==> src/hdl/mvs_queue.sv <==
// Small FIFO between the hash front and the bucket back end.
module mvs_queue #(
    parameter int W     = 8,
    parameter int DEPTH = 2
) (
    input  logic         i_clk,
    input  logic         i_rst_n,
    input  logic         i_push,
    input  logic [W-1:0] i_data,
    output logic         o_full,
    input  logic         i_pop,
    output logic         o_valid,
    output logic [W-1:0] o_data
);
    localparam int PW = (DEPTH > 1) ? $clog2(DEPTH) : 1;
    localparam int CW = $clog2(DEPTH + 1);

    logic [W-1:0]  r_mem [DEPTH];
    logic [PW-1:0] r_wp, r_rp;
    logic [CW-1:0] r_cnt;
    logic          do_push, do_pop;

    assign o_full  = (r_cnt == CW'(DEPTH));
    assign o_valid = (r_cnt != '0);
    assign o_data  = r_mem[r_rp];
    assign do_push = i_push && !o_full;
    assign do_pop  = i_pop && o_valid;

    always_ff @(posedge i_clk) begin
        if (do_push) begin
            r_mem[r_wp] <= i_data;
        end
    end

    always_ff @(posedge i_clk) begin
        if (!i_rst_n) begin
            r_wp  <= '0;
            r_rp  <= '0;
            r_cnt <= '0;
        end else begin
            if (do_push) begin
                r_wp <= (r_wp == PW'(DEPTH - 1)) ? '0 : r_wp + 1'b1;
            end
            if (do_pop) begin
                r_rp <= (r_rp == PW'(DEPTH - 1)) ? '0 : r_rp + 1'b1;
            end
            r_cnt <= r_cnt + CW'(do_push) - CW'(do_pop);
        end
    end
endmodule

==> config.mk <==
export PLATFORM = sky130hd
export DESIGN_NAME = mvs_queue
export DESIGN_NICKNAME = d
export VERILOG_FILES = /design/src/hdl/mvs_queue.sv
export SDC_FILE = /design/constraint.sdc
export NUM_CORES = 1
export LEC_CHECK = 0
export ABC_CLOCK_PERIOD_IN_PS = 2710
export BUFFER_PORTS_ARGS = -buffer_cell sky130_fd_sc_hd__buf_2
export CAP_MARGIN = 0
export CORE_MARGIN = 2
export CORE_UTILIZATION = 53
export CTS_CLUSTER_SIZE = 28
export DETAILED_ROUTE_END_ITERATION = 7
export GPL_TIMING_DRIVEN = 1
export PLACE_DENSITY = 0.8
export SYNTH_ARGS = -nofsm -noshare
export SYNTH_HDL_FRONTEND = slang
export SYNTH_SLANG_ARGS = --single-unit
==> constraint.sdc <==
create_clock -name i_clk -period 2.71 [get_ports i_clk]
set_clock_uncertainty 0.15 [all_clocks]
set_input_delay 0 -clock i_clk [delete_from_list [all_inputs] [get_ports i_clk]]
set_output_delay 0 -clock i_clk [all_outputs]
set_load 0.03 [all_outputs]
# [After elaboration in Yosys (flattened, before gate mapping)]
# Memories as Yosys holds them, arrays and structs flattened. A register that Yosys moved wholly into a read port is not among the register bits.
# Cells that the tools add are included.
[word_totals] reg_bits=4 ramBits=16 inputBits=12 out_inout_bits=10 n_memories=1
[mem_list] name="r_mem" words=2 word_bits=8 rd=1 rd_clocked_by_memory_dff=1 wr=1 line_no="18" source="logic [W-1:0] r_mem [DEPTH];"
[op_classes] addsub=4 n_eq_ne=1 mux=6 n_reduce_logical=4
[op_table] operator="$mux 1" count=6
[op_table] operator="$add 1x1->1 const B" count=2
[op_table] operator="$add 2x1->2" count=1
[op_table] operator="$eq 2x2->1 const B" count=1
[op_table] operator="$logic_and 1x1->1" count=2
[op_table] operator="$reduce_bool 2->1" count=1
[op_table] operator="$sub 2x1->2" count=1
[op_table] operator="$logic_not 1->1" count=1

# [Depth between registers and ports, before layout]
# Gate-level depths: netlist of run 1.
[logic_depth] depth_word=5 depth_mapped=8 depth_no_buf=8

# [Worst setup path before layout of run 1]
# OpenSTA, ideal clock, no wires.
[synth_path] path_kind="register -> register" startpoint="register r_cnt[0]" endpoint="register r_cnt[1]" arrival_time_ns=1.424 t_required_ns=2.482 path_slack_ns=1.058 stages_incl_launch_ff=9 path_buffers=0 period_less_slack_ns=1.652 path_cell_list="dfxtp_1 -> nand2b_1 -> nand2_1 -> ha_1 -> inv_1 -> ha_1 -> xor2_1 -> and2_1 -> nor3_1"
[synth_via] elab_chain_cells=5 elab_cells_between_ends=7
[synth_rtl] item="start, declared" line_no="20" source="logic [CW-1:0] r_cnt;"
[synth_rtl] item="start signal, assigned" line_no="47" source="r_cnt <= r_cnt + CW'(do_push) - CW'(do_pop);"
[synth_rtl] item="$eq 2x2->1" line_no="23" source="assign o_full = (r_cnt == CW'(DEPTH));"
[synth_rtl] item="$logic_not 1->1" line_no="26" source="assign do_push = i_push && !o_full;"
[synth_rtl] item="$logic_and 1x1->1" line_no="26"
[synth_rtl] item="$add 2x1->2" line_no="47"
[synth_rtl] item="$sub 2x1->2 *" line_no="47"
# Mark *: on every way between the ends. The rest lies on a longest branch, timed or not.
# A chain may end at the register's enable or synchronous reset.

# [Final worst setup path of run 1]
# Same ends and word-level chain as after synthesis.

==> run_results.csv, run 1 <==
group,metric,value,unit
global_route,gr-usage-all-layers,15.8,%
global_route,grt_max_degree,13,
synthesis,synthTopCellsByArea,"edfxtp_1, dfxtp_1, mux2_2",
synthesis,syn_area_per_cell,15.6,µm²
sta,slew_violations,0,
synthesis,ys_top_cells_by_count,"edfxtp_1, mux2_2, dfxtp_1",
clocking,post-cts-setup-buffers,0,
clocking,cts_tree,"yes",
floorplanning,rows,14,
sta,max_freq,546,MHz
synthesis,yosysUniqueCellTypes,17,
clocking,cts_sinks,21,
place,dp_cells,88,
final_layout,multi_input_area,216,µm²
sta,setup_viol,0,
worst_setup_path,crit_slowest_cell,"dfxtp_1",
synthesis,dominantRegCellSynth,"edfxtp_1",
detailed_routing,firstDrtPassIters,4,
synthesis,async_reset_ff_share,0,%
final_layout,layout-drive-gt1-share,40.2,%
final_layout,syn_to_final_growth,31.7,%
synthesis,yosys_warnings,0,
power_and_ir_drop,max-vdd-ir-drop,0.650,mV
sta,period_minus_slack,1.83,ns
sta,setup_tns,0,ns
synthesis,synth.top_cell.area_share,59.1,%
floorplanning,coreArea,1470,µm²
min_path,hold_path.class,"in -> reg",
floorplanning,io_pins,22,
sta,hold_violations,0,
final_layout,regArea,581,µm²
final_layout,stdcell_count,103,
final_layout,finalNetCount,102,
synthesis,syn-num-nets,66,
global_route,grt_pass1_wl,2.08,mm
power_and_ir_drop,total_power,0.000985,W
detailed_routing,routed_wl,1.36,mm
clocking,cts_root_buf,"clkbuf_4",
detailed_routing,drt_iter0_drc,8,
synthesis,yosysMostFrequentCell,"edfxtp_1",
place,gp_congestion,0.686,
worst_setup_path,cp_slowest_stage_delay,0.38,ns
clocking,cts_resized,0,
detailed_routing,ant_nets,0,
synthesis,synth_edf_count,16,
place,portBuffers,21,
worst_setup_path,crit_family,"simple AND/OR/NAND/NOR gates",
sta,rsz0062_at_grt,"no",
synthesis,ys_ff_latch,21,
floorplanning,die_x,43.2,µm
clocking,clock_latency,0.30,ns
worst_setup_path,cp_max_fo,4,
status,status,"completed",
job,maxCapViolCount,0,
floorplanning,fp.dieArea,1860,µm²
detailed_routing,vias,493,
detailed_routing,drt-wirelength-per-cell,13.2,µm
worst_setup_path,path_cells,"nand2b_1 -> nand2_1 -> ha_1 -> inv_1 -> ha_1 -> xor2_1 -> and2_1 -> nor3_1",
global_route,antenna_found_initial,0,
detailed_routing,via_per_inst,4.79,
clocking,ctsHoldBuffers,11,
worst_setup_path,worstPathRequired,2.79,ns
worst_setup_path,crit_top_cell,"ha_1",
power_and_ir_drop,p_per_area,920,nW/µm²
final_layout,num-fill-cells,107,
global_route,grt_overflow_total,0,
sta,finalCritPeriodShare,67.6,%
sta,max-slew-margin-rel,54.7,%
floorplanning,die_h,43.2,µm
synthesis,syn_area,813,µm²
global_route,grt_pass1_vias,463,
worst_setup_path,endpoint_kind,"register",
clocking,ctsHtreeMaxLevel,1,
clocking,clk_pin_slew_worst_paths,0.11,ns
power_and_ir_drop,power_leakage,0.458,nW
clocking,clockBufferDepth,2,
worst_setup_path,worst_setup_path_start_kind,"register",
synthesis,synth_cells,52,
detailed_routing,drc_errors,0,
place,dp_hpwl,856,µm
synthesis,yosys.area.top_type,"edfxtp_1",
synthesis,ys_seq_area_share,71.4,%
worst_setup_path,critical_path_class,"reg -> reg",
floorplanning,initial_core_util,55.3,%
worst_setup_path,cp_num_buf_inv,1,
worst_setup_path,worstPathArrival,1.91,ns
clocking,numCtsBuffers,3,
sta,worst_slew_pin_slew,0.677,ns
final_layout,antenna_cells,0,
==> state kept, by name (all words and copies together) (netlist names), named ones only <==
name,flops
r_cnt,2
r_mem,16
r_wp,1
r_rp,1
==> area by class of cell <==
type	count	area share [%]
clock buffers	3	2.10
clock inverters	1	0.467
inverters	3	1.05
flip-flops and latches	21	54.2
well taps	16	1.87
repair buffers	32	20.1
multi-input cells	27	20.2
==> stage by stage <==
step                      setup slack, ns  hold slack (ns)  utilization, %  area [µm²]
final                               0.879            0.272            72.8        1070
after global routing                0.749            0.275            72.8        1070
after CTS                           0.877            0.273            72.8        1070
after detailed placement            0.953           0.0417            63.4         933
after global placement              0.999           0.0381            63.4         933
after floorplan                      1.06          -0.0511               -         813
==> layer usage <==
| layer | track usage, % | wire length [µm] |
|---|---|---|
| met1 | 19.0 | 577 |
| met5 | 0 | 0 |
| met2 | 28.4 | 700 |
| met4 | 3.64 | 10 |
| met3 | 3.83 | 72 |
==> path summary, 6_finish.rpt <==
| check | startpoint | to | slack, ns | cells past startpoint |
|---|---|---|---|---|
| min reg2reg | r_wp | r_wp | 0.35 | 2 |
| max | r_cnt[0] | r_cnt[1] | 0.88 | 8 |
| min | i_data[4] | r_mem[0][4] | 0.27 | 2 |
| max reg2reg | r_cnt[0] | r_cnt[1] | 0.88 | 8 |
==> where the power goes <==
part | internal, W | switching [W]
Combinational | 0.000152 | 0.000224
Sequential | 0.000421 | 0.0000426
Clock | 0.0000549 | 0.0000912
==> cell families (layout without fill, tap and decap cells) <==
group           after synthesis  count (layout)  synth area share, %
flops                        21              21                 71.4
simple gates                 13              13                 8.00
mux                           9               9                 12.3
buf+inv                       4              39                 2.00
fa+ha+maj                     2               2                 3.08
xor+xnor                      2               2                 2.15
compound gates                1               1                 1.08
==> worst register-to-register path, cell delays in order (launching register included) <==
cell      delay, ns
dfxtp_1        0.38
nand2b_1       0.15
nand2_1        0.11
ha_1           0.29
inv_1          0.04
ha_1           0.18
xor2_1         0.16
and2_1         0.17
nor3_1         0.13
==> layout by cell type (no fill, tap or decap) <==
master / count
nand2_1: 2
dlygate4sd3_1: 11
and2_1: 2
xor2_1: 1
and3_1: 1
nand2b_1: 2
o21a_2: 1
inv_1: 3
or2_2: 1
edfxtp_1: 16
dfxtp_1: 5
buf_2: 21
clkinv_2: 1
ha_1: 2
clkbuf_4: 3
nor3_1: 1
mux2_2: 8
nor2_1: 4
xnor2_1: 1
mux2i_1: 1
(Power assumes the default switching activity.)
==> run 2, diff against run 1 <==
==> config.mk (replaced) <==
export PLATFORM = sky130hd
export DESIGN_NAME = mvs_queue
export DESIGN_NICKNAME = d
export VERILOG_FILES = /design/src/hdl/mvs_queue.sv
export SDC_FILE = /design/constraint.sdc
export NUM_CORES = 1
export LEC_CHECK = 0
export ABC_CLOCK_PERIOD_IN_PS = 1600
export BUFFER_PORTS_ARGS = -buffer_cell sky130_fd_sc_hd__buf_2
export CAP_MARGIN = 0
export CORE_MARGIN = 2
export CORE_UTILIZATION = 44
export CTS_CLUSTER_SIZE = 28
export DETAILED_ROUTE_END_ITERATION = 7
export GPL_TIMING_DRIVEN = 1
export PLACE_DENSITY = 0.71
export SYNTH_ARGS = -nofsm -noshare
export SYNTH_HDL_FRONTEND = slang
export SYNTH_SLANG_ARGS = --single-unit
==> constraint.sdc (replaced) <==
create_clock -name i_clk -period 1.6 [get_ports i_clk]
set_clock_uncertainty 0.15 [all_clocks]
set_input_delay 0 -clock i_clk [delete_from_list [all_inputs] [get_ports i_clk]]
set_output_delay 0 -clock i_clk [all_outputs]
set_load 0.03 [all_outputs]
==> run 2 against run 1 <==
Against the previous run: flip-flop and latch count unchanged; final area rose by 11%; largest cell class unchanged; the run now ends with negative setup slack left; critical path type unchanged; sequential power rose by 76%.
==> run_results.csv, run 2 (same netlist as run 1, synthesis figures left out) <==
group,metric,value,unit
final_layout,finalNetCount,106,
global_route,antenna_found_initial,0,
sta,finalCritPeriodShare,102,%
sta,worst_slew_pin_slew,0.210,ns
place,dp_hpwl,888,µm
worst_setup_path,r2r-start,"r_cnt[0]",
sta,hold_violations,0,
sta,setup_ws,-0.0246,ns
clocking,cts_tree,"yes",
power_and_ir_drop,p_per_area,1560,nW/µm²
detailed_routing,ant_nets,0,
floorplanning,initial_core_util,47.1,%
sta,hold_ws,0.0460,ns
status,status,"complete, but fails checks",
sta,max_freq,616,MHz
place,dp_cells,102,
power_and_ir_drop,max-vdd-ir-drop,0.858,mV
worst_setup_path,crit_slowest_cell,"dfxtp_4",
clocking,post-cts-setup-buffers,0,
sta,setup_viol,1,
clocking,clock_latency,0.28,ns
clocking,ctsHtreeMaxLevel,1,
global_route,grt_max_degree,12,
sta,max-slew-margin-rel,86.0,%
worst_setup_path,crit_family,"adder cells",
worst_setup_path,cp_slowest_stage_delay,0.38,ns
clocking,cts_sinks,21,
status,violations,"negative setup slack",
place,dp_slack,-0.0748,ns
worst_setup_path,worstPathArrival,1.66,ns
global_route,grt_overflow_total,0,
worst_setup_path,r2r_setup_slack,-0.02,ns
final_layout,fin_area,1190,µm²
final_layout,largest_register_ffs,16,
job,maxCapViolCount,0,
worst_setup_path,rr_worst_depth,7,
final_layout,layout-drive-gt1-share,54.9,%
detailed_routing,drt-wirelength-per-cell,12.1,µm
global_route,grt_pass1_wl,1.96,mm
sta,slew_violations,0,
global_route,grt_pass1_vias,499,
detailed_routing,vias,525,
worst_setup_path,cp_max_fo,4,
final_layout,antenna_cells,0,
worst_setup_path,worstPathRequired,1.64,ns
floorplanning,coreArea,1730,µm²
power_and_ir_drop,power_leakage,0.486,nW
min_path,hold_path.class,"in -> reg",
floorplanning,die_h,47.0,µm
detailed_routing,via_per_inst,4.53,
floorplanning,fp.dieArea,2210,µm²
global_route,gr-usage-all-layers,13.6,%
floorplanning,rows,15,
worst_setup_path,timing.rr.end,"r_cnt[1]",
final_layout,regMostFlops,"r_mem",
final_layout,mostFrequentLayoutCells,"buf_2, edfxtp_1, dlygate4sd3_1",
sta,rsz0062_at_grt,"yes",
worst_setup_path,endpoint_kind,"register",
detailed_routing,firstDrtPassIters,2,
place,portBuffers,21,
clocking,clockBufferDepth,2,
sta,period_minus_slack,1.62,ns
min_path,hold_path.startpoint,"i_pop",
clocking,cts_root_buf,"clkbuf_4",
final_layout,syn_to_final_growth,46.2,%
detailed_routing,routed_wl,1.41,mm
detailed_routing,drt_iter0_drc,4,
detailed_routing,drc_errors,0,
final_layout,num-fill-cells,138,
floorplanning,io_pins,22,
worst_setup_path,worst_setup_path_start_kind,"register",
clocking,numCtsBuffers,3,
final_layout,layout_commonest_cell,"buf_2",
worst_setup_path,cp_num_buf_inv,1,
floorplanning,die_x,47.0,µm
place,gp_congestion,0.739,
min_path,hold_path_depth,5,
clocking,clk_pin_slew_worst_paths,0.10,ns
worst_setup_path,critical_path_class,"reg -> reg",
sta,setup_tns,-0.0246,ns
worst_setup_path,path_cells,"o21a_4 -> ha_4 -> inv_2 -> ha_4 -> xor2_2 -> and2_4 -> nor3_2",
worst_setup_path,crit_top_cell,"ha_4",
final_layout,reg_top3,"r_mem: 16 flops, r_cnt: 2 flops",
place,place_area,1030,µm²
final_layout,stdcell_count,116,
==> run 2: cell count changes in the layout (fill, tap and decap cells not counted), moves of 2 or more <==
cell,before,now
ha_1,2,0
dfxtp_2,0,2
ha_4,0,2
buf_4,0,4
dfxtp_1,5,2
==> run 2: area by class of cell <==
| cell class | count | area (µm²) | share of cell area [%] |
|---|---|---|---|
| Sequential cell | 21 | 587 | 49.4 |
| Tap cell | 25 | 31.3 | 2.63 |
| Inverter | 3 | 11.3 | 0.947 |
| Multi-Input combinational cell | 27 | 278 | 23.4 |
| Timing Repair Buffer | 36 | 255 | 21.5 |
| Clock buffer | 4 | 26.3 | 2.21 |
==> run 2: per-layer routing <==
layer	GRT usage (%)	part of all wire, %	routed length [µm]	up-vias
met5	0	0	0	-
met4	5.00	0	0	0
met3	3.85	3.4	48	0
met2	26.0	58	823	12
met1	13.9	38	534	252
li1	-	-	-	261
==> run 2: how the worst max path moves through the flow <==
| stage | slack [ns] | end | from | depth (start not counted) |
|---|---|---|---|---|
| floorplan | -0.0007 | r_cnt[1] | r_cnt[0] | 7 |
| global placement | -0.01 | r_cnt[1] | r_cnt[0] | 8 |
| detailed placement | -0.07 | r_cnt[1] | r_cnt[0] | 8 |
| CTS | -0.04 | r_cnt[1] | r_cnt[0] | 7 |
| global route | -0.09 | r_cnt[1] | r_cnt[0] | 7 |
| finish | -0.02 | r_cnt[1] | r_cnt[0] | 7 |
==> run 2: where the power goes <==
| part | switching, W | internal [W] | total (W) | leakage [nW] |
|---|---|---|---|---|
| clock | 0.000141 | 0.0000968 | 0.000237 | 0.0150 |
| combinational | 0.000428 | 0.000371 | 0.000799 | 0.279 |
| sequential | 0.0000935 | 0.000723 | 0.000816 | 0.192 |
==> run 2: stage by stage <==
| step | utilization, % | power [W] |
|---|---|---|
| 3_3_place_gp | 59.9 | 0.00152 |
| 3_5_place_dp | 59.9 | 0.00155 |
| 2_1_floorplan | - | 0.00132 |
| 4_1_cts | 67.2 | 0.00181 |
| 6_report | 68.8 | 0.00185 |
| 5_1_grt | 68.8 | 0.00197 |
==> run 2: worst reg2reg max path, stage by stage, from the launching register on <==
cell,delay (ns)
dfxtp_4,0.38
o21a_4,0.22
ha_4,0.26
inv_2,0.03
ha_4,0.15
xor2_2,0.14
and2_4,0.16
nor3_2,0.03
==> run 2: timing repair <==
item | 4_1_cts | 5_1_grt
endpoints found under the setup margin | 1 | 9
hold buffers | 10 | 0
gates resized for setup | 1 | 6
pin swaps | 2 | 0
hold endpoints to repair | 21 | 0
