## config.mk

```make
export PLATFORM = sky130hd
export DESIGN_NAME = mvs_front_flat
export DESIGN_NICKNAME = d
export VERILOG_FILES = /design/src/hdl/mvs_pkg.sv /design/src/hdl/mvs_item_if.sv /design/src/hdl/mvs_front.sv /design/src/flat_wrapper.sv
export SDC_FILE = /design/constraint.sdc
export NUM_CORES = 2
export LEC_CHECK = 0
export BUFFER_PORTS_ARGS = -buffer_cell sky130_fd_sc_hd__buf_2
export CAP_MARGIN = 15
export CORE_ASPECT_RATIO = 0.75
export CORE_MARGIN = 2
export CORE_UTILIZATION = 50
export DETAILED_ROUTE_END_ITERATION = 8
export GPL_TIMING_DRIVEN = 0
export MAX_ROUTING_LAYER = met4
export PLACE_DENSITY = 0.64
export SETUP_SLACK_MARGIN = 0.2
export SYNTH_ARGS = -nofsm -noshare
export SYNTH_HDL_FRONTEND = slang
export SYNTH_SLANG_ARGS = --single-unit
```

## constraint.sdc

```tcl
create_clock -name i_clk -period 29.4 [get_ports i_clk]
set_input_delay 2.94 -clock i_clk [delete_from_list [all_inputs] [get_ports i_clk]]
set_output_delay 2.94 -clock i_clk [all_outputs]
set_load 0.1 [all_outputs]
```

## src/hdl/mvs_pkg.sv

```systemverilog
// Shared constants, types and helpers for the majority-vote sketch.
package mvs_pkg;

    localparam int ROWS_DEF      = 4;
    localparam int BUCKETS_DEF   = 1024;
    localparam int KEY_BYTES_DEF = 4;

    localparam int CNT_W  = 48;
    localparam int KEY_W  = 32;
    localparam int AMT_W  = 32;
    localparam int SEED_W = 64;
    localparam int NSEEDS = 4;
    localparam int CFG_IDX_W = 2;

    localparam logic [CFG_IDX_W-1:0] REG_ROW0_SEED = 2'd0;
    localparam logic [CFG_IDX_W-1:0] REG_ROW1_SEED = 2'd1;
    localparam logic [CFG_IDX_W-1:0] REG_ROW2_SEED = 2'd2;
    localparam logic [CFG_IDX_W-1:0] REG_ROW3_SEED = 2'd3;

    localparam logic OP_UPDATE = 1'b0;
    localparam logic OP_QUERY  = 1'b1;

    localparam logic [63:0] MM_M = 64'hc6a4a7935bd1e995;
    localparam int          MM_R = 47;

    localparam logic [CNT_W-1:0] CNT_MAX = {CNT_W{1'b1}};

    typedef struct packed {
        logic clearing;
    } t_bk_stat;

    // saturating 48-bit add
    function automatic logic [CNT_W-1:0] sat_add(input logic [CNT_W-1:0] a,
                                                 input logic [CNT_W-1:0] b);
        logic [CNT_W:0] s;
        s = {1'b0, a} + {1'b0, b};
        return s[CNT_W] ? CNT_MAX : s[CNT_W-1:0];
    endfunction

endpackage

```

## src/hdl/mvs_item_if.sv

```systemverilog
// Input channel: one beat is an update or a point query.
interface mvs_item_if;
    import mvs_pkg::*;
    logic             valid;
    logic             ready;
    logic             op;
    logic [KEY_W-1:0] flow_key;
    logic [AMT_W-1:0] amount;

    modport source (output valid, op, flow_key, amount, input ready);
    modport sink   (input valid, op, flow_key, amount, output ready);
endinterface

```

## src/hdl/mvs_front.sv

```systemverilog
// Front end: takes beats, holds the seeds, hashes the key for every row.
module mvs_front import mvs_pkg::*; #(
    parameter int ROWS      = ROWS_DEF,
    parameter int BUCKETS   = BUCKETS_DEF,
    parameter int KEY_BYTES = KEY_BYTES_DEF,
    parameter int SW        = $clog2(ROWS * BUCKETS),
    parameter int EW        = 1 + KEY_W + AMT_W + ROWS * SW
) (
    input  logic                 i_clk,
    input  logic                 i_rst_n,
    mvs_item_if.sink             i_item,
    input  logic                 i_cfg_we,
    input  logic [CFG_IDX_W-1:0] i_cfg_idx,
    input  logic [SEED_W-1:0]    i_cfg_data,
    input  t_bk_stat             i_bk_stat,
    output logic                 o_push,
    output logic [EW-1:0]        o_entry,
    input  logic                 i_q_full
);
    localparam int RW   = (ROWS > 1) ? $clog2(ROWS) : 1;
    localparam int IW   = $clog2(BUCKETS);
    localparam bit LONG = (KEY_BYTES >= 8);
    localparam logic [2:0] NMUL_M1 = LONG ? 3'd3 : 3'd1;
    localparam logic [63:0] NM = 64'(KEY_BYTES) * MM_M;
    localparam logic [KEY_W-1:0] KMASK = (KEY_BYTES >= 4) ? {KEY_W{1'b1}}
                                       : KEY_W'((64'd1 << (8 * KEY_BYTES)) - 64'd1);
    // reciprocal of the bucket count, floor(2^32 / BUCKETS)
    localparam logic [31:0] MU    = 32'(64'h1_0000_0000 / 64'(BUCKETS));
    localparam logic [31:0] MOD_B = 32'(BUCKETS);

    localparam logic [1:0] F_IDLE = 2'd0;
    localparam logic [1:0] F_MUL  = 2'd1;
    localparam logic [1:0] F_MOD  = 2'd2;
    localparam logic [1:0] F_PUSH = 2'd3;

    logic [SEED_W-1:0] r_seed [NSEEDS];
    logic [1:0]        r_state;
    logic              r_op;
    logic [KEY_W-1:0]  r_key;
    logic [AMT_W-1:0]  r_amt;
    logic [RW-1:0]     r_row;
    logic [SW-1:0]     r_base;
    logic [ROWS*SW-1:0] r_slots;
    logic [63:0]       r_x;
    logic [63:0]       r_acc;
    logic [63:0]       r_prod;
    logic [1:0]        r_mph;
    logic [2:0]        r_mcnt;
    logic [IW-1:0]     r_rem;
    logic [1:0]        r_dig;
    logic [IW:0]       r_t;

    logic [KEY_W-1:0]  key_m;
    logic [63:0]       seed_nm, seed_nm_nx;
    logic [63:0]       x_init_nx;
    logic [31:0]       mul_a, mul_b;
    logic [63:0]       mres, mres_xs;
    logic [31:0]       mod_y;
    logic [IW-1:0]     rem_nx;
    logic              accept;

    assign key_m   = i_item.flow_key & KMASK;
    assign seed_nm = r_seed[2'(r_row)] ^ NM;
    // seed of the row that follows
    assign seed_nm_nx = r_seed[2'(r_row + 1'b1)] ^ NM;
    assign x_init_nx  = LONG ? {32'd0, r_key} : (seed_nm_nx ^ {32'd0, r_key});

    assign accept       = i_item.valid && i_item.ready;
    assign i_item.ready = (r_state == F_IDLE) && !i_bk_stat.clearing;

    // one 32x32 multiplier: three partial products of x * M mod 2^64 while hashing,
    // the reciprocal product of the running remainder while reducing
    assign mul_a   = (r_state == F_MOD) ? mod_y
                   : (r_mph == 2'd2) ? r_x[63:32] : r_x[31:0];
    assign mul_b   = (r_state == F_MOD) ? MU
                   : (r_mph == 2'd1) ? MM_M[63:32] : MM_M[31:0];
    assign mres    = r_acc + {r_prod[31:0], 32'd0};
    assign mres_xs = mres ^ (mres >> MM_R);

    // hash mod BUCKETS, 16 bits per step from the top: rem = (rem*2^16 + digit) mod B
    assign mod_y  = (32'(r_rem) << 16) | {16'd0, r_x[63:48]};
    assign rem_nx = (r_t >= (IW+1)'(BUCKETS)) ? IW'(r_t - (IW+1)'(BUCKETS)) : IW'(r_t);

    assign o_push  = (r_state == F_PUSH);
    assign o_entry = {r_op, r_key, r_amt, r_slots};

    always_ff @(posedge i_clk) begin
        if (!i_rst_n) begin
            for (int i = 0; i < NSEEDS; i++) begin
                r_seed[i] <= '0;
            end
        end else if (i_cfg_we) begin
            unique case (i_cfg_idx)
                REG_ROW0_SEED: r_seed[0] <= i_cfg_data;
                REG_ROW1_SEED: r_seed[1] <= i_cfg_data;
                REG_ROW2_SEED: r_seed[2] <= i_cfg_data;
                REG_ROW3_SEED: r_seed[3] <= i_cfg_data;
                default: ;
            endcase
        end
    end

    always_ff @(posedge i_clk) begin
        r_prod <= 64'(mul_a) * 64'(mul_b);
    end

    always_ff @(posedge i_clk) begin
        if (!i_rst_n) begin
            r_state <= F_IDLE;
            r_mph   <= '0;
            r_mcnt  <= '0;
            r_row   <= '0;
            r_dig   <= '0;
        end else begin
            unique case (r_state)
                F_IDLE: begin
                    if (accept) begin
                        r_op    <= i_item.op;
                        r_key   <= key_m;
                        r_amt   <= i_item.amount;
                        r_row   <= '0;
                        r_base  <= '0;
                        r_mph   <= '0;
                        r_mcnt  <= '0;
                        r_x     <= LONG ? {32'd0, key_m}
                                        : (r_seed[0] ^ NM ^ {32'd0, key_m});
                        r_state <= F_MUL;
                    end
                end
                F_MUL: begin
                    r_mph <= r_mph + 1'b1;
                    if (r_mph == 2'd1) begin
                        r_acc <= r_prod;
                    end else if (r_mph == 2'd2) begin
                        r_acc <= r_acc + {r_prod[31:0], 32'd0};
                    end else if (r_mph == 2'd3) begin
                        r_mcnt <= r_mcnt + 1'b1;
                        // long keys mix the seed in after the key block
                        if (LONG && r_mcnt == 3'd1) begin
                            r_x <= seed_nm ^ mres;
                        end else begin
                            r_x <= mres_xs;
                        end
                        if (r_mcnt == NMUL_M1) begin
                            r_rem   <= '0;
                            r_dig   <= '0;
                            r_state <= F_MOD;
                        end
                    end
                end
                F_MOD: begin
                    // phase 0 forms the quotient estimate, 1 the partial remainder,
                    // 2 the final correction
                    r_mph <= (r_mph == 2'd2) ? 2'd0 : r_mph + 1'b1;
                    if (r_mph == 2'd1) begin
                        r_t <= (IW+1)'(mod_y - r_prod[63:32] * MOD_B);
                    end else if (r_mph == 2'd2) begin
                        r_rem <= rem_nx;
                        r_dig <= r_dig + 1'b1;
                        if (r_dig == 2'd3) begin
                            r_slots[r_row*SW +: SW] <= r_base + SW'(rem_nx);
                            if (r_row == RW'(ROWS - 1)) begin
                                r_state <= F_PUSH;
                            end else begin
                                r_row   <= r_row + 1'b1;
                                r_base  <= r_base + SW'(BUCKETS);
                                r_x     <= x_init_nx;
                                r_mcnt  <= '0;
                                r_state <= F_MUL;
                            end
                        end else begin
                            r_x <= {r_x[47:0], 16'd0};
                        end
                    end
                end
                F_PUSH: begin
                    if (!i_q_full) begin
                        r_state <= F_IDLE;
                    end
                end
                default: r_state <= F_IDLE;
            endcase
        end
    end

    a_mul_phase_idle: assert property (@(posedge i_clk) disable iff (!i_rst_n)
        (r_state == F_IDLE) |-> (r_mph == 2'd0))
        else $error("multiplier phase not at rest while idle");
    a_push_full_row: assert property (@(posedge i_clk) disable iff (!i_rst_n)
        (r_state == F_PUSH) |-> (r_row == RW'(ROWS - 1)))
        else $error("entry pushed before all rows hashed");
    a_mod_from_mul: assert property (@(posedge i_clk) disable iff (!i_rst_n)
        $rose(r_state == F_MOD) |-> ($past(r_state) == F_MUL && $past(r_mph) == 2'd3))
        else $error("modulo started without a finished hash");
endmodule

```

## src/flat_wrapper.sv

```systemverilog
// flat-port wrapper written by rule: the top's interface ports become plain ports
module mvs_front_flat import mvs_pkg::*;
#(
    parameter int ROWS      = ROWS_DEF,
    parameter int BUCKETS   = BUCKETS_DEF,
    parameter int KEY_BYTES = KEY_BYTES_DEF,
    parameter int SW        = $clog2(ROWS * BUCKETS),
    parameter int EW        = 1 + KEY_W + AMT_W + ROWS * SW
)
  (i_clk, i_rst_n, i_cfg_we, i_cfg_idx, i_cfg_data, i_bk_stat, o_push, o_entry, i_q_full, i_item_valid, i_item_op, i_item_flow_key, i_item_amount, i_item_ready);
  mvs_item_if i_item_i ();
  input  logic i_clk;
  input  logic i_rst_n;
  input  logic i_cfg_we;
  input  logic [CFG_IDX_W-1:0] i_cfg_idx;
  input  logic [SEED_W-1:0] i_cfg_data;
  input  t_bk_stat i_bk_stat;
  output logic o_push;
  output logic [EW-1:0] o_entry;
  input  logic i_q_full;
  input wire logic [$bits(i_item_i.valid)-1:0] i_item_valid;
  input wire logic [$bits(i_item_i.op)-1:0] i_item_op;
  input wire logic [$bits(i_item_i.flow_key)-1:0] i_item_flow_key;
  input wire logic [$bits(i_item_i.amount)-1:0] i_item_amount;
  output wire logic [$bits(i_item_i.ready)-1:0] i_item_ready;
  assign i_item_i.valid = i_item_valid;
  assign i_item_i.op = i_item_op;
  assign i_item_i.flow_key = i_item_flow_key;
  assign i_item_i.amount = i_item_amount;
  assign i_item_ready = i_item_i.ready;
  mvs_front #(.ROWS(ROWS), .BUCKETS(BUCKETS), .KEY_BYTES(KEY_BYTES), .SW(SW), .EW(EW)) u_core (.i_clk(i_clk), .i_rst_n(i_rst_n), .i_item(i_item_i), .i_cfg_we(i_cfg_we), .i_cfg_idx(i_cfg_idx), .i_cfg_data(i_cfg_data), .i_bk_stat(i_bk_stat), .o_push(o_push), .o_entry(o_entry), .i_q_full(i_q_full));
endmodule
```

======== Word-level counts from Yosys, hierarchy flattened ========
Memory sizes are Yosys's and may differ from the RTL's.
Index checks and enable logic that the tools add are counted.
cells by class
  multiplexer cells ....................... 86
  order comparisons ....................... 1
  reductions and logical operators ........ 21
  eq/ne operators ......................... 23
  shifts and indexed selects .............. 2
  add/sub/neg operators ................... 10
  multipliers ............................. 2
  bitwise gates (word level) .............. 11
operator list
  operator                                                count
  2-to-1 mux 64 bit                                       14
  case mux 64 bit (3 select lines)                        1
  2-to-1 mux 32 bit                                       4
  bitwise XOR 64 x 32 -> 64 bit                           2
  2-to-1 mux 10 bit                                       7
  adder 64 bit                                            1
  multiplier 32 x 32 -> 64 bit                            1
  NOT 32 bit                                              2
  bitwise XOR 64 x 17 -> 64 bit                           1
  2-to-1 mux 12 bit                                       5
  bitwise mux 48 bit                                      1
  variable shift 12 x 34 -> 48 bit, first input constant  1
  indexed part select 12 x 34 -> 48 bit                   1
  2-to-1 mux 2 bit                                        22
  negation 6 -> 34 bit                                    1
  AND reduction 9 bit                                     3
  OR 26 x 16 -> 26 bit                                    1
  2-to-1 mux 3 bit                                        8
  case mux 12 bit (2 select lines)                        1
  case mux 10 bit (2 select lines)                        1
  2-to-1 mux 1 bit                                        17
  equality test 2 bit, second input constant              8
  inequality test 2 bit, second input constant            7
  AND reduction 7 bit                                     2
  28 further kinds                                        44
word-level totals
  output and inout bits ................... 115
  word-level logic and storage cells ...... 172
  input port bits ......................... 137
  memories kept ........................... 1
  bits in registers ....................... 349
  bits in writable memories ............... 256
memories
  name           depth  width  rd ports  clocked after Yosys merged registers in  write ports  RTL line         RTL
  u_core.r_seed  4      64     2         0                                        4            mvs_front.sv:36  logic [SEED_W-1:0] r_seed [NSEEDS];

======== Depth between registers and ports, before layout ========
An unclocked memory read counts as a cell.
  depth after elaboration ................. 9
  gate-level depth with buffers ........... 35
  gate-level depth less buffers ........... 33

======== Worst setup path after synthesis ========
No wires, ideal clock.
  path kind ............................... register -> register
  start point ............................. register u_core.r_mph[0]
  end point ............................... register u_core.r_prod[59]
  period minus slack after synthesis ...... 9.479 ns
  path buffers ............................ 4
  setup slack ............................. 19.921 ns
  library setup time ...................... 0.122 ns
  arrival ................................. 9.357 ns
  data required time ...................... 29.278 ns
  cell stages (with the launch flop) ...... 30
  cells stage by stage .................... dfxtp_1 > inv_1 > ha_1 > buf_1 > buf_2 > buf_1 > mux2i_1 > nor2_1 > nand2_1 > inv_1 > fa_1 > fa_1 > inv_1 > fa_1 > fa_1 > inv_1 > fa_1 > fa_1 > fa_1 > fa_1 > ha_1 > buf_6 > nand2_4 > or4_1 > or4_4 > a2111oi_4 > o21ai_2 > o21ai_2 > nor2_2 > o311a_1
on the way
  longest elaborated chain between the ends .. 4
  elaborated cells on any way between the ends .. 7
  classes of those cells .................. mul (1); eq/ne (2); mux (4)
ends and longest elaborated chain
  what                                                                 RTL line                          RTL
  start: declaration                                                   mvs_front.sv:47                   logic [1:0] r_mph;
  start signal: assignment                                             mvs_front.sv:131                  r_mph <= r_mph + 1'b1;
  start signal: assignment                                             mvs_front.sv:154                  r_mph <= (r_mph == 2'd2) ? 2'd0 : r_mph + 1'b1;
  equality test 2 bit or equality test 2 x 1 -> 1 bit (tied branches)  mvs_front.sv:74, mvs_front.sv:76
  2-to-1 mux 32 bit (on tied branches)                                 mvs_front.sv:74, mvs_front.sv:76
  2-to-1 mux 32 bit (on tied branches)                                 mvs_front.sv:73, mvs_front.sv:75
  multiplier 32 x 32 -> 64 bit *                                       mvs_front.sv:104                  r_prod <= 64'(mul_a) * 64'(mul_b);
  end signal: assignment                                               mvs_front.sv:104
  end: declaration                                                     mvs_front.sv:46                   logic [63:0] r_prod;
Mark *: on every way between the ends. The rest lies on a longest branch, timed or not.
A chain may end at the register's enable or synchronous reset.

======== Worst setup path in the final report ========
  start point ............................. register u_core.r_mph[0]
  end point ............................... register u_core.r_prod[48]
Same word-level chain as after synthesis.

==> metrics <==
MaxCap Viol Count 0; Routed WL per cell 28.8 µm; Register Area 17100 µm²; synth top area cells edfxtp_1 30%, fa_1 25%, ha_1 10%, inv_1 6.3%, and2_1 4.1%; type of the worst setup path reg2reg; crit-path most repeated cell fa_1; RePlAce Congestion 1.03; clock transition at the registers of the reported paths 0.07 ns; total of fill cells in the finished design 8944; Worst EP required 29.89 ns; initial antenna violation count 19; Post-DP Area 55400 µm²; # DRC 0; RSZ-0062 raised after global routing no; Post-Syn Area 51800 µm²; total CTS buffers 51; GRT overflow 0; initial core utilization 50.3%; Synth cell types 83; hold_buf cts 0; post-CTS sizing 0; Reg2Reg Setup Slack 17.03 ns; layout cells sized above 1 11.5%; largest net degree at the start of global routing 34; async set-reset flop share out of synthesis 0%; Synth area leader edfxtp_1; Setup Fix Bufs, Post-CTS 0; fin crit share 42.1%; worst setup path startpoint u_core.r_mph[0]; sequential cell area fraction in the yosys report 33.0%; die area 106000 µm²; Post-synth top cells 868 x inv_1, 651 x fa_1, 519 x edfxtp_1, 425 x ha_1, 342 x and2_1; initial DRC count 4596; fin util 55.5%; status finished clean; first-pass GRT wire length 257000 µm; critical path depth 34; clk_skew 0.0247 ns; Worst Path Arrival 12.87 ns; site row count 102; routed wire length 180000 µm; Multi-input gate area 30900 µm²; Setup WS post-layout 17.03 ns; Syn Area/Cell 11.5 µm²; via-per-instance ratio 5.80; Final Hold Viols 0; Max FO, Critical Path 10; Bufs and invs on worst path 11; CP Launch Type flip-flop; worst slack at placement 17.39 ns; Die Span Y 283 µm; Period minus WS final 12.37 ns; CP delay by family, top adder cells; final setup vio count 0; CORE AREA 103000 µm²; Ys Warns 0; DIE WIDTH 376 µm; final instance area 57200 µm²; Syn Nets 5721; H-tree Lvls 2; I/O Buffers 251; Skew-Pair Late Insertion Delay 0.62 ns; Setup crit end kind flip-flop; Gate Count Post-Synth 4508; CTS tree done; Nets 6071; CP endpoint u_core.r_prod[48]; antenna viol nets, final 0; Max Slew Vio Count 0; router iterations before antenna repair 7; CTS sink count 594; Slew HR 9.53%; fmax 80.8 MHz; reg2reg end u_core.r_prod[48]; worst min path class reg2reg; Post-synth EDFFs 519; Top FF cell, synth edfxtp_1; IO Count 252; root buffer cell clkbuf_16; Yosys top cell area share 30.1%; count leader, synth inv_1; All-Layer GR Usage 35.3%; CTS max path bufs 3; Worst path max stage delay 0.97 ns; Slowest cell on crit path nor2_1; Worst-Margin Slew 1.35 ns; Layout area overhead 10.5%; number of synthesized register bits 594; worst flop-to-flop path startpoint u_core.r_mph[0]; routed via count 36292; vias in the first global route 36095; dpl hpwl 151000 µm; Setup TNS Final 0 ns; Reg2Reg Depth 34
==> cells by family (layout without fill, tap and decap cells) <==
family | after synthesis | in the layout | synth area share (%)
buffers and inverters | 1023 | 1414 | 7.59
adder cells (fa/ha/maj) | 1078 | 1078 | 35.5
AO/OA/AOI/OAI | 549 | 549 | 6.69
multiplexers | 168 | 168 | 4.87
XOR/XNOR | 181 | 181 | 3.12
flip-flops | 594 | 594 | 33.0
AND/OR/NAND/NOR | 915 | 915 | 9.26
other | 0 | 6 | 0
==> placed cells by master (no fill, tap or decap), drive strengths merged, types with 30 or more instances in the layout <==
cell      n
a21o     60
a21oi   188
a221oi   33
and2    344
buf     328
clkbuf  202
dfxtp    75
edfxtp  519
fa      651
ha      425
inv     872
mux2     52
mux2i    54
mux4     62
nand2   160
nand3    32
nor2    201
nor3     33
o21ai   121
or3      30
xnor2   108
xor2     71
==> worst register-to-register path: cells and delay by family, from the launching register on <==
family          cells  cell delay (ns)
fa+ha+maj          10             4.47
compound gates      9             2.73
buf+inv            11             2.61
simple gates        3             1.78
flops               1             0.37
mux                 1             0.30
==> per-layer routing <==
metal	vias up	wire, µm	part of all wire (%)	GRT usage (%)
met3	234	22900	13	11.2
li1	15541	-	-	-
met2	1902	72300	40	46.6
met4	0	3710	2.1	6.09
met5	-	0	0	-
met1	18615	81500	45	53.2
==> flip-flops by register name (all words and copies together) (netlist names), 3 cells and up <==
| signal | cells |
|---|---|
| u_core.r_seed | 256 |
| u_core.r_acc | 64 |
| u_core.r_prod | 64 |
| u_core.r_x | 64 |
| u_core.r_slots | 48 |
| u_core.r_amt | 32 |
| u_core.r_key | 32 |
| u_core.r_rem | 10 |
| u_core.r_t | 10 |
| u_core.r_mcnt | 3 |
==> layout make-up <==
class	count	area share, %
Antenna cell	6	0.0262
Buffer	155	1.17
Clock buffer	78	2.68
Clock inverter	16	0.306
Inverter	868	5.70
Multi-Input combinational cell	2891	54.0
Sequential cell	594	29.9
Tap cell	1352	2.96
Timing Repair Buffer	297	3.34
==> worst min path at each step <==
stage	endpoint	slack, ns	from	cells after the start
5_1_grt	u_core.r_mcnt[1]	0.53	u_core.r_mcnt[1]	2
2_1_floorplan	u_core.r_t[0]	0.44	u_core.r_x[48]	0
3_3_place_gp	u_core.r_mcnt[1]	0.46	u_core.r_mcnt[1]	2
6_report	u_core.r_mcnt[1]	0.49	u_core.r_mcnt[1]	2
4_1_cts	u_core.r_mcnt[1]	0.49	u_core.r_mcnt[1]	2
3_5_place_dp	u_core.r_mcnt[1]	0.48	u_core.r_mcnt[1]	2
==> stage by stage <==
stage               hold slack [ns]  instances
finish                        0.487       6257
global route                  0.533       6253
CTS                           0.486       6241
detailed placement            0.476       6147
global placement              0.459       6111
floorplan                     0.442       4508
Power is not shown: default switching activity piles up to over one toggle a cycle in this logic, so the estimate is an artifact.
